File: src/rtl/core/spectrum_to_tristimulus_assert.svh
// assertion macros shared by the tristimulus integrator rtl
`ifndef SPECTRUM_TO_TRISTIMULUS_ASSERT_SVH
`define SPECTRUM_TO_TRISTIMULUS_ASSERT_SVH
`ifndef ASSERT_OFF
`define STT_ASSERT(lbl, clk, rst, prop, msg) \
  lbl: assert property (@(posedge clk) disable iff (rst) prop) else $error(msg);
`define STT_ASSERT_ALWAYS(lbl, clk, prop, msg) \
  lbl: assert property (@(posedge clk) prop) else $error(msg);
`else
`define STT_ASSERT(lbl, clk, rst, prop, msg)
`define STT_ASSERT_ALWAYS(lbl, clk, prop, msg)
`endif
`endif

File: src/rtl/core/stt_pkg.sv
package stt_pkg;

  localparam int SMP_W  = 16;
  localparam int V_W    = 21;
  localparam int C_W    = V_W + SMP_W;
  localparam int PROD_W = C_W + SMP_W;
  localparam int SUM_W  = 64;
  localparam int NORM_W = 48;
  localparam int Q_W    = 32;
  localparam int DIV_STEPS = Q_W;
  localparam int CNT_W  = $clog2(DIV_STEPS);

  // 100 in q.14
  localparam logic [V_W-1:0] WHITE_V = V_W'(100 << 14);

  typedef enum logic [2:0] {
    MOP_NONE,
    MOP_C,
    MOP_N,
    MOP_X,
    MOP_Y,
    MOP_Z
  } mac_op_t;

  typedef struct packed {
    mac_op_t op;
    logic    clear;
  } mac_ctrl_t;

  typedef enum logic [1:0] {
    DSEL_X,
    DSEL_Y,
    DSEL_Z
  } div_sel_t;

  typedef struct packed {
    logic     start;
    div_sel_t sel;
  } div_ctrl_t;

  typedef struct packed {
    logic busy;
    logic done;
  } div_stat_t;

  typedef enum logic [3:0] {
    ST_IDLE,
    ST_MUL_C,
    ST_MUL_N,
    ST_MUL_X,
    ST_MUL_Y,
    ST_MUL_Z,
    ST_FLUSH,
    ST_DIV_X,
    ST_DIV_Y,
    ST_DIV_Z,
    ST_OUT
  } state_t;

endpackage

File: src/rtl/core/stt_mac.sv
module stt_mac
  import stt_pkg::*;
(
  input  logic              clk,
  input  logic              rst,
  input  mac_ctrl_t         ctrl,
  input  logic [V_W-1:0]    v,
  input  logic [SMP_W-1:0]  il,
  input  logic [SMP_W-1:0]  xm,
  input  logic [SMP_W-1:0]  ym,
  input  logic [SMP_W-1:0]  zm,
  output logic [SUM_W-1:0]  sum_x,
  output logic [SUM_W-1:0]  sum_y,
  output logic [SUM_W-1:0]  sum_z,
  output logic [NORM_W-1:0] sum_norm
);

  logic [C_W-1:0]    mul_a;
  logic [SMP_W-1:0]  mul_b;
  logic [PROD_W-1:0] prod;
  mac_op_t           dest;
  logic [C_W-1:0]    c;
  logic [SUM_W-1:0]  acc_a;
  logic [SUM_W:0]    acc_s;
  logic              sat64;
  logic              sat48;

  // shared multiplier operand select
  always_comb begin
    mul_a = '0;
    mul_b = '0;
    case (ctrl.op)
      MOP_C: begin
        mul_a = C_W'(v);
        mul_b = il;
      end
      MOP_N: begin
        mul_a = C_W'(il);
        mul_b = ym;
      end
      MOP_X: begin
        mul_a = c;
        mul_b = xm;
      end
      MOP_Y: begin
        mul_a = c;
        mul_b = ym;
      end
      MOP_Z: begin
        mul_a = c;
        mul_b = zm;
      end
      default: begin
        mul_a = '0;
        mul_b = '0;
      end
    endcase
  end

  always_ff @(posedge clk) begin
    prod <= PROD_W'(mul_a) * PROD_W'(mul_b);
  end

  always_ff @(posedge clk) begin
    if (rst) begin
      dest <= MOP_NONE;
    end else begin
      dest <= ctrl.op;
    end
  end

  // shared saturating accumulator, adding the registered product in the cycle after the multiplier
  always_comb begin
    case (dest)
      MOP_N:   acc_a = SUM_W'(sum_norm);
      MOP_X:   acc_a = sum_x;
      MOP_Y:   acc_a = sum_y;
      MOP_Z:   acc_a = sum_z;
      default: acc_a = '0;
    endcase
    acc_s = {1'b0, acc_a} + (SUM_W + 1)'(prod);
    sat64 = acc_s[SUM_W];
    sat48 = |acc_s[SUM_W:NORM_W];
  end

  always_ff @(posedge clk) begin
    if (dest == MOP_C) begin
      c <= prod[C_W-1:0];
    end
  end

  always_ff @(posedge clk) begin
    if (rst || ctrl.clear) begin
      sum_x    <= '0;
      sum_y    <= '0;
      sum_z    <= '0;
      sum_norm <= '0;
    end else begin
      case (dest)
        MOP_N: sum_norm <= sat48 ? '1 : acc_s[NORM_W-1:0];
        MOP_X: sum_x    <= sat64 ? '1 : acc_s[SUM_W-1:0];
        MOP_Y: sum_y    <= sat64 ? '1 : acc_s[SUM_W-1:0];
        MOP_Z: sum_z    <= sat64 ? '1 : acc_s[SUM_W-1:0];
        default: ;
      endcase
    end
  end

endmodule

File: src/rtl/core/stt_div.sv
`include "spectrum_to_tristimulus_assert.svh"

module stt_div
  import stt_pkg::*;
(
  input  logic              clk,
  input  logic              rst,
  input  logic              start,
  input  logic [SUM_W-1:0]  dividend,
  input  logic [NORM_W-1:0] divisor,
  output div_stat_t         stat,
  output logic [Q_W-1:0]    quotient
);

  // floor(4 * dividend / divisor), saturated to 32 bits, one bit per cycle
  logic             active;
  logic             done;
  logic [CNT_W-1:0] cnt;
  logic [NORM_W-1:0] rem;
  logic [Q_W-1:0]   low;
  logic             ovf;
  logic [NORM_W:0]  shifted;
  logic [NORM_W+1:0] diff;
  logic             ge;

  // quotient overflows exactly when the top part of 4*dividend reaches the divisor
  assign ovf     = NORM_W'(dividend[SUM_W-1:Q_W-2]) >= divisor;
  assign shifted = {rem, low[Q_W-1]};
  assign diff    = {1'b0, shifted} - (NORM_W + 2)'(divisor);
  assign ge      = !diff[NORM_W+1];

  always_ff @(posedge clk) begin
    if (rst) begin
      active <= 1'b0;
      done   <= 1'b0;
      cnt    <= '0;
    end else begin
      done <= 1'b0;
      if (start) begin
        active <= !ovf;
        done   <= ovf;
        cnt    <= '0;
      end else if (active) begin
        cnt <= cnt + 1'b1;
        if (cnt == CNT_W'(DIV_STEPS - 1)) begin
          active <= 1'b0;
          done   <= 1'b1;
        end
      end
    end
  end

  always_ff @(posedge clk) begin
    if (start) begin
      rem      <= NORM_W'(dividend[SUM_W-1:Q_W-2]);
      low      <= {dividend[Q_W-3:0], 2'b00};
      quotient <= ovf ? '1 : '0;
    end else if (active) begin
      rem      <= ge ? diff[NORM_W-1:0] : shifted[NORM_W-1:0];
      low      <= {low[Q_W-2:0], 1'b0};
      quotient <= {quotient[Q_W-2:0], ge};
    end
  end

  assign stat.busy = active;
  assign stat.done = done;

  `STT_ASSERT(a_div_start_progress, clk, rst, start |=> (active || done), "divider lost a start")
  `STT_ASSERT_ALWAYS(a_div_done_idle, clk, done |-> !active, "divider done while still running")

endmodule

File: src/rtl/core/spectrum_to_tristimulus.sv
// tristimulus integrator: streams one wavelength sample per transfer on the
// s_ side (tlast marks the final sample of a spectrum) and returns X, Y, Z in
// q16.16 on the m_ side, one transfer per spectrum, with the zero-normaliser
// flag on m_tuser.
// each sample is taken in the idle state and then goes through the shared
// 37x16 multiplier and accumulator (one product per cycle: s*illum, illum*y,
// then the x, y and z terms, plus a flush state to retire the last sum).
// s_tready is high only while the sequencer is idle.
// the final sample adds three divisions on the shared one bit per cycle
// divider before m_tvalid; a zero normaliser skips the divisions, and a
// quotient that saturates is set to all ones without its bit steps.
// the result sits in an output register; the next spectrum is accumulated
// while it waits, and only the next final sample holds off when m_tready
// stays low.
// cfg_data[0] selects the white reference (spectral value 100); write it
// while idle. reset clears the sums, the mode and any pending result.
`include "spectrum_to_tristimulus_assert.svh"

module spectrum_to_tristimulus
  import stt_pkg::*;
#(
  parameter int SAMPLE_BITS = 16
) (
  input  logic        clk,
  input  logic        rst,
  input  logic        cfg_valid,
  output logic        cfg_ready,
  input  logic        cfg_data,      // white_reference_mode
  input  logic        s_tvalid,
  output logic        s_tready,
  // spectral_sample, illuminant_sample, x_match, y_match, z_match
  input  logic [79:0] s_tdata,
  input  logic        s_tlast,       // last_sample
  output logic        m_tvalid,
  input  logic        m_tready,
  output logic [95:0] m_tdata,       // tri_x, tri_y, tri_z
  output logic        m_tuser        // zero_normaliser
);

  localparam logic [SMP_W-1:0] SampleMask = SMP_W'((32'd1 << SAMPLE_BITS) - 32'd1);

  state_t            state;
  state_t            state_next;
  logic              white;
  logic [V_W-1:0]    v_q;
  logic [SMP_W-1:0]  il_q;
  logic [SMP_W-1:0]  xm_q;
  logic [SMP_W-1:0]  ym_q;
  logic [SMP_W-1:0]  zm_q;
  logic              last_q;
  logic              zero_q;
  logic [Q_W-1:0]    res_x;
  logic [Q_W-1:0]    res_y;
  logic [Q_W-1:0]    res_z;
  logic [SUM_W-1:0]  sum_x;
  logic [SUM_W-1:0]  sum_y;
  logic [SUM_W-1:0]  sum_z;
  logic [NORM_W-1:0] sum_norm;
  logic [SUM_W-1:0]  dividend;
  logic [Q_W-1:0]    quotient;
  mac_ctrl_t         mac_ctrl;
  div_ctrl_t         div_ctrl;
  div_stat_t         div_stat;
  logic              out_free;
  logic              load_out;
  logic              s_xfer;

  assign cfg_ready = 1'b1;
  assign out_free  = !m_tvalid || m_tready;
  assign s_xfer    = s_tvalid && s_tready;

  always_ff @(posedge clk) begin
    if (rst) begin
      white <= 1'b0;
    end else if (cfg_valid) begin
      white <= cfg_data;
    end
  end

  always_ff @(posedge clk) begin
    if (s_xfer) begin
      v_q    <= white ? WHITE_V : V_W'(s_tdata[15:0] & SampleMask);
      il_q   <= s_tdata[31:16] & SampleMask;
      xm_q   <= s_tdata[47:32] & SampleMask;
      ym_q   <= s_tdata[63:48] & SampleMask;
      zm_q   <= s_tdata[79:64] & SampleMask;
      last_q <= s_tlast;
    end
  end

  always_ff @(posedge clk) begin
    if (rst) begin
      state <= ST_IDLE;
    end else begin
      state <= state_next;
    end
  end

  always_comb begin
    state_next = state;
    unique case (state)
      ST_IDLE:  if (s_tvalid) state_next = ST_MUL_C;
      ST_MUL_C: state_next = ST_MUL_N;
      ST_MUL_N: state_next = ST_MUL_X;
      ST_MUL_X: state_next = ST_MUL_Y;
      ST_MUL_Y: state_next = ST_MUL_Z;
      ST_MUL_Z: state_next = ST_FLUSH;
      ST_FLUSH: begin
        if (!last_q) begin
          state_next = ST_IDLE;
        end else if (sum_norm == '0) begin
          state_next = ST_OUT;
        end else begin
          state_next = ST_DIV_X;
        end
      end
      ST_DIV_X: if (div_stat.done) state_next = ST_DIV_Y;
      ST_DIV_Y: if (div_stat.done) state_next = ST_DIV_Z;
      ST_DIV_Z: if (div_stat.done) state_next = ST_OUT;
      ST_OUT:   if (out_free) state_next = ST_IDLE;
      default:  state_next = ST_IDLE;
    endcase
  end

  always_comb begin
    s_tready       = 1'b0;
    mac_ctrl.op    = MOP_NONE;
    mac_ctrl.clear = 1'b0;
    div_ctrl.start = 1'b0;
    div_ctrl.sel   = DSEL_X;
    load_out       = 1'b0;
    unique case (state)
      ST_IDLE:  s_tready = 1'b1;
      ST_MUL_C: mac_ctrl.op = MOP_C;
      ST_MUL_N: mac_ctrl.op = MOP_N;
      ST_MUL_X: mac_ctrl.op = MOP_X;
      ST_MUL_Y: mac_ctrl.op = MOP_Y;
      ST_MUL_Z: mac_ctrl.op = MOP_Z;
      ST_FLUSH: begin
        div_ctrl.start = last_q && (sum_norm != '0);
        div_ctrl.sel   = DSEL_X;
      end
      ST_DIV_X: begin
        div_ctrl.start = div_stat.done;
        div_ctrl.sel   = DSEL_Y;
      end
      ST_DIV_Y: begin
        div_ctrl.start = div_stat.done;
        div_ctrl.sel   = DSEL_Z;
      end
      ST_DIV_Z: ;
      ST_OUT: begin
        load_out       = out_free;
        mac_ctrl.clear = out_free;
      end
      default: ;
    endcase
  end

  always_comb begin
    unique case (div_ctrl.sel)
      DSEL_X:  dividend = sum_x;
      DSEL_Y:  dividend = sum_y;
      DSEL_Z:  dividend = sum_z;
      default: dividend = sum_x;
    endcase
  end

  always_ff @(posedge clk) begin
    if (state == ST_FLUSH) begin
      zero_q <= (sum_norm == '0);
    end
    if (div_stat.done) begin
      case (state)
        ST_DIV_X: res_x <= quotient;
        ST_DIV_Y: res_y <= quotient;
        ST_DIV_Z: res_z <= quotient;
        default: ;
      endcase
    end
  end

  // output register, holds while the receiver stalls
  always_ff @(posedge clk) begin
    if (rst) begin
      m_tvalid <= 1'b0;
    end else if (load_out) begin
      m_tvalid <= 1'b1;
    end else if (m_tready) begin
      m_tvalid <= 1'b0;
    end
  end

  always_ff @(posedge clk) begin
    if (load_out) begin
      m_tdata <= zero_q ? '0 : {res_z, res_y, res_x};
      m_tuser <= zero_q;
    end
  end

  stt_mac u_mac (
    .clk      (clk),
    .rst      (rst),
    .ctrl     (mac_ctrl),
    .v        (v_q),
    .il       (il_q),
    .xm       (xm_q),
    .ym       (ym_q),
    .zm       (zm_q),
    .sum_x    (sum_x),
    .sum_y    (sum_y),
    .sum_z    (sum_z),
    .sum_norm (sum_norm)
  );

  stt_div u_div (
    .clk      (clk),
    .rst      (rst),
    .start    (div_ctrl.start),
    .dividend (dividend),
    .divisor  (sum_norm),
    .stat     (div_stat),
    .quotient (quotient)
  );

  `STT_ASSERT(a_start_free, clk, rst, div_ctrl.start |-> !div_stat.busy, "divider started while busy")
  `STT_ASSERT(a_valid_from_out, clk, rst, $rose(m_tvalid) |-> $past(state == ST_OUT), "result without a spectrum end")
  `STT_ASSERT(a_clear_loads, clk, rst, mac_ctrl.clear |=> m_tvalid, "sums cleared without a result")

endmodule
File: config.mk
export PLATFORM = sky130hd
export DESIGN_NAME = spectrum_to_tristimulus
export DESIGN_NICKNAME = d
export VERILOG_FILES = /design/src/rtl/core/stt_pkg.sv /design/src/rtl/core/stt_mac.sv /design/src/rtl/core/stt_div.sv /design/src/rtl/core/spectrum_to_tristimulus.sv
export VERILOG_INCLUDE_DIRS = /design/src /design/src/rtl/core
export SDC_FILE = /design/constraint.sdc
export NUM_CORES = 2
export LEC_CHECK = 0
export ABC_AREA = 1
export CAP_MARGIN = 25
export CORE_MARGIN = 2
export CORE_UTILIZATION = 30
export CTS_CLUSTER_SIZE = 20
export DETAILED_ROUTE_END_ITERATION = 8
export DONT_BUFFER_PORTS = 1
export PLACE_DENSITY = 0.52
export SLEW_MARGIN = 25
export SYNTH_ARGS = -nofsm -noshare
export SYNTH_HDL_FRONTEND = slang
export SYNTH_SLANG_ARGS = --single-unit
File: constraint.sdc
create_clock -name clk -period 17.28 [get_ports clk]
set_input_delay 1.728 -clock clk [delete_from_list [all_inputs] [get_ports clk]]
set_output_delay 1.728 -clock clk [all_outputs]
set_load 0.02 [all_outputs]
# Word-level counts from Yosys, hierarchy flattened
# Cells that the tools add are included.
dict set report classes {
  multipliers 1
  eq_ne 28
  order_cmp 1
  add_sub_neg 3
  div_mod_pow 0
  bitwise_logic 0
  shift 0
  n_reduce_logical 20
  muxes 35
}
# cell count
set ops {}
lappend ops {{$pmux W64 S4} 1}
lappend ops {{$mux W32} 5}
lappend ops {{$pmux W64 S2} 1}
lappend ops {{$pmux W37 S3} 1}
lappend ops {{$mux W48} 2}
lappend ops {{$mux W34} 2}
lappend ops {{$add A64 B53 Y65} 1}
lappend ops {{$mux W64} 1}
lappend ops {{$pmux W16 S4} 1}
lappend ops {{$mul A37 B16 Y53} 1}
lappend ops {{$sub A49 B48 Y50} 1}
lappend ops {{$ge A34 B48 Y1} 1}
lappend ops {{$logic_not A48 Y1} 1}
lappend ops {{$reduce_bool A48 Y1} 1}
lappend ops {{$pmux W4 S11} 1}
lappend ops {{$mux W4} 7}
lappend ops {{$mux W21} 1}
lappend ops {{$reduce_or A17 Y1} 1}
lappend ops {{$eq A4 B3 Y1 const B} 4}
lappend ops {{$pmux W3 S5} 1}
lappend ops {{$eq A3 B2 Y1 const B} 4}
lappend ops {{$eq A3 B3 Y1 const B} 4}
lappend ops {{$eq A4 B4 Y1 const B} 3}
lappend ops {{$mux W1} 10}
lappend ops {{other kinds (19)} 32}
dict set report totals {
  register_bits 736
  out_inout_bits 100
  wordCells 118
  mem_bits_rw 0
  memories 0
  input_bits 87
  latchBits 0
  mem_bits_ro 0
}

# Logic depth before layout (Yosys ltp)
dict set report logic_depth {
  word_depth 8
  mapped_depth 36
}

# Cells and area by module
# A second synthesis with hierarchy kept.
dict set report unflattened {
  hier_cells 7637
  hier_area_um2 58413.5
}
# mod seq_area_each_um2 n_inst area_each_um2 cells_each
set by_module_without_submodules {}
lappend by_module_without_submodules {stt_mac 7036.7 1 36736.5 5057}
lappend by_module_without_submodules {spectrum_to_tristimulus 8408.1 1 11124.4 930}
lappend by_module_without_submodules {stt_div 3303.2 1 10552.6 1650}

# Least setup slack after synthesis
# No wires, ideal clock.
dict set report synth_timing {
  path_kind {input port to flip-flop}
  startpoint {in m_tready}
  endpoint {reg u_mac.sum_z[40]}
  setup_time_ns 0.115
  path_stages 9
  t_arrival_ns 9.725
  slack_ns 7.440
  cell_sequence {nor2_1 -> nor3_1 -> inv_1 -> nand2_1 -> clkbuf_1 -> clkbuf_1 -> a21oi_1 -> o21ai_0 -> inv_1}
}
dict set report synth_between {
  elab_chain_len 3
}
# element line_no
set synth_rtl {}
lappend synth_rtl {{start, declared} spectrum_to_tristimulus.sv:35} ;# input logic m_tready,
lappend synth_rtl {{$logic_or A1 B1 Y1} spectrum_to_tristimulus.sv:69} ;# assign out_free = !m_tvalid || m_tready;
lappend synth_rtl {{$mux W1} --}
lappend synth_rtl {{named net load_out} spectrum_to_tristimulus.sv:65} ;# logic load_out;
lappend synth_rtl {{$logic_or A1 B1 Y1} stt_mac.sv:93} ;# if (rst || ctrl.clear) begin
lappend synth_rtl {{end signal, assigned} stt_mac.sv:103} ;# MOP_Z: sum_z <= sat64 ? '1 : acc_s[SUM_W-1:0];
lappend synth_rtl {{end, declared} stt_mac.sv:14} ;# output logic [SUM_W-1:0] sum_z,
# The timed path passes the listed nets, and every way through them passes these cells.
# A chain may end at the register's enable or synchronous reset.

# Final worst setup path
dict set report layout_timing {
  startpoint {reg state[3]}
  endpoint {reg u_mac.prod[47]}
}
dict set report layout_between {
  elab_chain_len 6
  elab_cells_between_ends 16
  cone_classes {1 x mul; 10 x eq/ne; 3 x mux; 2 x reduce/logical}
}
# element line_no
set layout_rtl {}
lappend layout_rtl {{start, declared} spectrum_to_tristimulus.sv:42} ;# state_t state;
lappend layout_rtl {{start signal, assigned} spectrum_to_tristimulus.sv:95} ;# state <= state_next;
lappend layout_rtl {{$eq A4 B3 Y1, or another cell as far along} spectrum_to_tristimulus.sv:132} ;# unique case (state)
lappend layout_rtl {{$pmux W3 S5 *} spectrum_to_tristimulus.sv:132}
lappend layout_rtl {{$eq A3 B2 Y1 or $eq A3 B3 Y1 (tied branches)} stt_mac.sv:32} ;# case (ctrl.op)
lappend layout_rtl {{$reduce_or A3 Y1 (no source line) or $reduce_or A2 Y1 (tied branches)} --}
lappend layout_rtl {{$pmux W37 S3 or $pmux W16 S4 (tied branches)} stt_mac.sv:32}
lappend layout_rtl {{$mul A37 B16 Y53 *} stt_mac.sv:61} ;# prod <= PROD_W'(mul_a) * PROD_W'(mul_b);
lappend layout_rtl {{end signal, assigned} stt_mac.sv:61}
lappend layout_rtl {{end, declared} stt_mac.sv:20} ;# logic [PROD_W-1:0] prod;
# Mark *: on every way between the ends. The rest lies on a longest branch, timed or not.

==> summary.md <==
| Metric | Value |
|---|---|
| Status | finished, final reports clean |
| Launching point of the worst reg2reg path | state[3]$_SDFFE_PP0P_ |
| CP arrival | 9.38 ns |
| TNS Setup | 0 ns |
| H-tree depth | 3 |
| Synthesized flop and latch total | 732 |
| HP Class | flip-flop to flip-flop |
| Final min period | 8.83 ns |
| Crit Path Class | flip-flop to flip-flop |
| Worst EP required | 17.83 ns |
| EDFF count, synth | 409 |
| Largest net degree at the start of global routing | 150 |
| CTS tree | built |
| PortBufs | 0 |
| Multi-input gate area | 0.0317 mm2 |
| Worst VDD drop | 321 uV |
| RSZ-0062 raised after global routing | false |
| CTS sink cnt | 732 |
| Max Used Layer | met5 |
| Hold buffers post-CTS | 0 |
| Chip height | 442 um |
| Combinational fraction of design power | 0.551 |
| Syn_nets | 8,081 |
| Clock power share | 0.201 |
| Fin crit share | 0.511 |
| DR pass1 iterations | 6 |
| Crit path from | state[3]$_SDFFE_PP0P_ |
| Sequential-to-total area share from yosys stat | 0.326 |
| Avg Inst Size Synth | 7.94 um2 |
| Fillcell total | 20,100 |
| R2R setup slack | 8.45 ns |
| DP Wirelength | 147,000 um |
| Worst-skew pair later-pin latency | 0.69 ns |
| HP Start | u_mac.prod[18]$_DFF_P_ |
| Final setup viols | 0 |
| P_int | 4.60 mW |
| Drt drc | 0 |
| Syn Std Cell Area | 0.0575 mm2 |
| Post-synth top area share | 0.214 |
| Gp weighted congestion | 0.939 |
| Average wire per standard cell | 19.7 um |
| Clk buf depth | 3 |
| ANT nets after route | 0 |
| Mapped Cells | 7,240 |
| Max Cap Viol | 0 |
| Vias/cell | 4.88 |
| Fmax | 0.113 GHz |
| Switching pwr | 4.28 mW |
| Vias in the first global route | 47,100 |
| Row Count | 160 |
| Crit end category | flip-flop |
| Fin nets | 7,968 |
| DR iter-0 viols | 3,838 |
| Global-route wire length before repair | 293,000 um |
| PD cells | 141 mW/mm2 |
| WHS | 0.448 ns |
| Flop pwr share | 0.248 |
| Switch share | 0.482 |
| Routed met2 length | 87,900 um |
| Slowest cell on the critical path | inv_1 |
| # IOs | 187 |
| Clock root cell | clkbuf_16 |
| M1 WL | 84,500 um |
| Most frequent cells after synthesis | inv_1, nand2_1, nor2_1 |
| Final Hold Vio Count | 0 |
| Leakage | 29.2 nW |
| Chip width | 442 um |
| Postcts setup bufs | 0 |
| Most common cell on crit path | inv_1 |
| Placed Cells | 9,553 |
| Clock-pin slew on the worst setup and hold paths | 0.06 ns |
| Initial antenna violation count | 3 |
| Share of cells above drive strength 1 | 0.0441 |
| Slowest stage delay, CP | 0.74 ns |
| Initial Utilization | 0.302 |
| Synth cell types | 62 |
| Synthesis warning total | 0 |
| Primary FF master, synth | edfxtp_1 |
| Final-report max-slew violation count | 0 |
| Synth area leaders | edfxtp_1, fa_1, dfxtp_1 |
| GRT Total Usage | 0.193 |
| Layout Skew | 0.0348 ns |
| Crit-path max FO | 22 |
| Async S/R FF share, synth | 0 |
| Register area | 0.0187 mm2 |
| CP startpoint kind | flip-flop |
| Area Overhead vs Synth | 9.50% |
| Routed vias | 47,400 |
| Area leader, netlist | edfxtp_1 |
| Post-Layout Cell Count | 9,711 |
| Die area | 0.195 mm2 |
| Worst-margin pin slew | 1.10 ns |
| Number of buffers created by CTS | 83 |
| Core Region | 0.190 mm2 |
| Gates resized, CTS repair | 0 |
| Met3 wire length | 12,600 um |
| Final wirelength | 191,000 um |
| Most frequent cell after synthesis | inv_1 |
| Global route overflow | 0 |
| Relative slew slack | 0.261 |
-- per-stage QoR --
stage | power [mW] | util | area (um2) | setup WS, ns
after floorplan | 5.44 | - | 57500 | 7.44
after global placement | 7.10 | 0.316 | 60100 | 8.65
after detailed placement | 7.10 | 0.316 | 60200 | 8.51
after CTS | 8.95 | 0.331 | 62900 | 8.44
after global routing | 9.60 | 0.331 | 63000 | 7.79
final | 8.88 | 0.331 | 63000 | 8.45
-- registers in the layout, indices dropped and copies added (netlist names), 3 cells and up --
name / cells
m_tdata: 96
u_mac.sum_x: 64
u_mac.sum_y: 64
u_mac.sum_z: 64
u_mac.prod: 53
u_div.rem: 48
u_mac.sum_norm: 48
u_mac.c: 37
res_x: 32
res_y: 32
res_z: 32
u_div.quotient: 32
u_div.low: 30
v_q: 17
il_q: 16
xm_q: 16
ym_q: 16
zm_q: 16
u_div.cnt: 5
state: 4
u_mac.dest: 3
-- cells in the final DEF, fill, tap and decap left out, types with 187 or more instances in the layout --
| cell | count |
|---|---|
| inv_1 | 1543 |
| nand2_1 | 1424 |
| nor2_1 | 785 |
| fa_1 | 490 |
| a21oi_1 | 416 |
| edfxtp_1 | 409 |
| o21ai_0 | 396 |
| dfxtp_1 | 323 |
| ha_1 | 264 |
| nand3_1 | 187 |
-- power groups by stage --
stage	sequential (mW)	clock, mW	combinational [mW]
2_1_floorplan	2.20	0	3.25
3_3_place_gp	2.24	0	4.86
3_5_place_dp	2.24	0	4.87
4_1_cts	2.20	1.83	4.92
5_1_grt	2.22	1.90	5.49
6_report	2.20	1.78	4.90
-- critical path: cells and delay by family (launching register included) --
family	cells	cell delay, ns
and+or+nand+nor	13	2.21
AOI/OAI and AO/OA	3	0.43
adders and majority gates	7	3.74
xor gates and xnor gates	1	0.14
buffers and inverters	8	1.78
DFF	1	0.34
-- cell families (layout without fill, tap and decap cells) --
group           after synthesis  in the layout  share of synthesized area
flops                       732            732                      0.326
compound gates             1161           1161                      0.117
other cells                   1              5                  0.0000652
simple gates               2605           2605                      0.186
buf+inv                    1857           1813                      0.124
fa+ha+maj                   754            754                      0.228
xor+xnor                    130            130                     0.0198
-- worst paths after layout --
path,cells after the start,endpoint
setup reg to reg,32,u_mac.prod[47]$_DFF_P_
hold reg to reg,0,u_mac.c[18]$_DFFE_PN_
setup / recovery,32,u_mac.prod[47]$_DFF_P_
hold / removal,0,u_mac.c[18]$_DFFE_PN_
-- cell type report --
class	count	share of cell area
inverters	1582	0.0944
multi-input cells	4651	0.504
clock inverters	58	0.00886
diodes	4	0.000159
repair buffers	77	0.0102
well taps	2511	0.0499
clock buffers	96	0.0346
flip-flops and latches	732	0.298
-- routing by layer --
layer  vias to the layer above  global-route usage
met3                       246              0.0307
met4                         2              0.0611
met2                      1654               0.318
li1                      22500                   -
met1                     22900               0.260
met5                         -                   0
(Power assumes the default switching activity.)
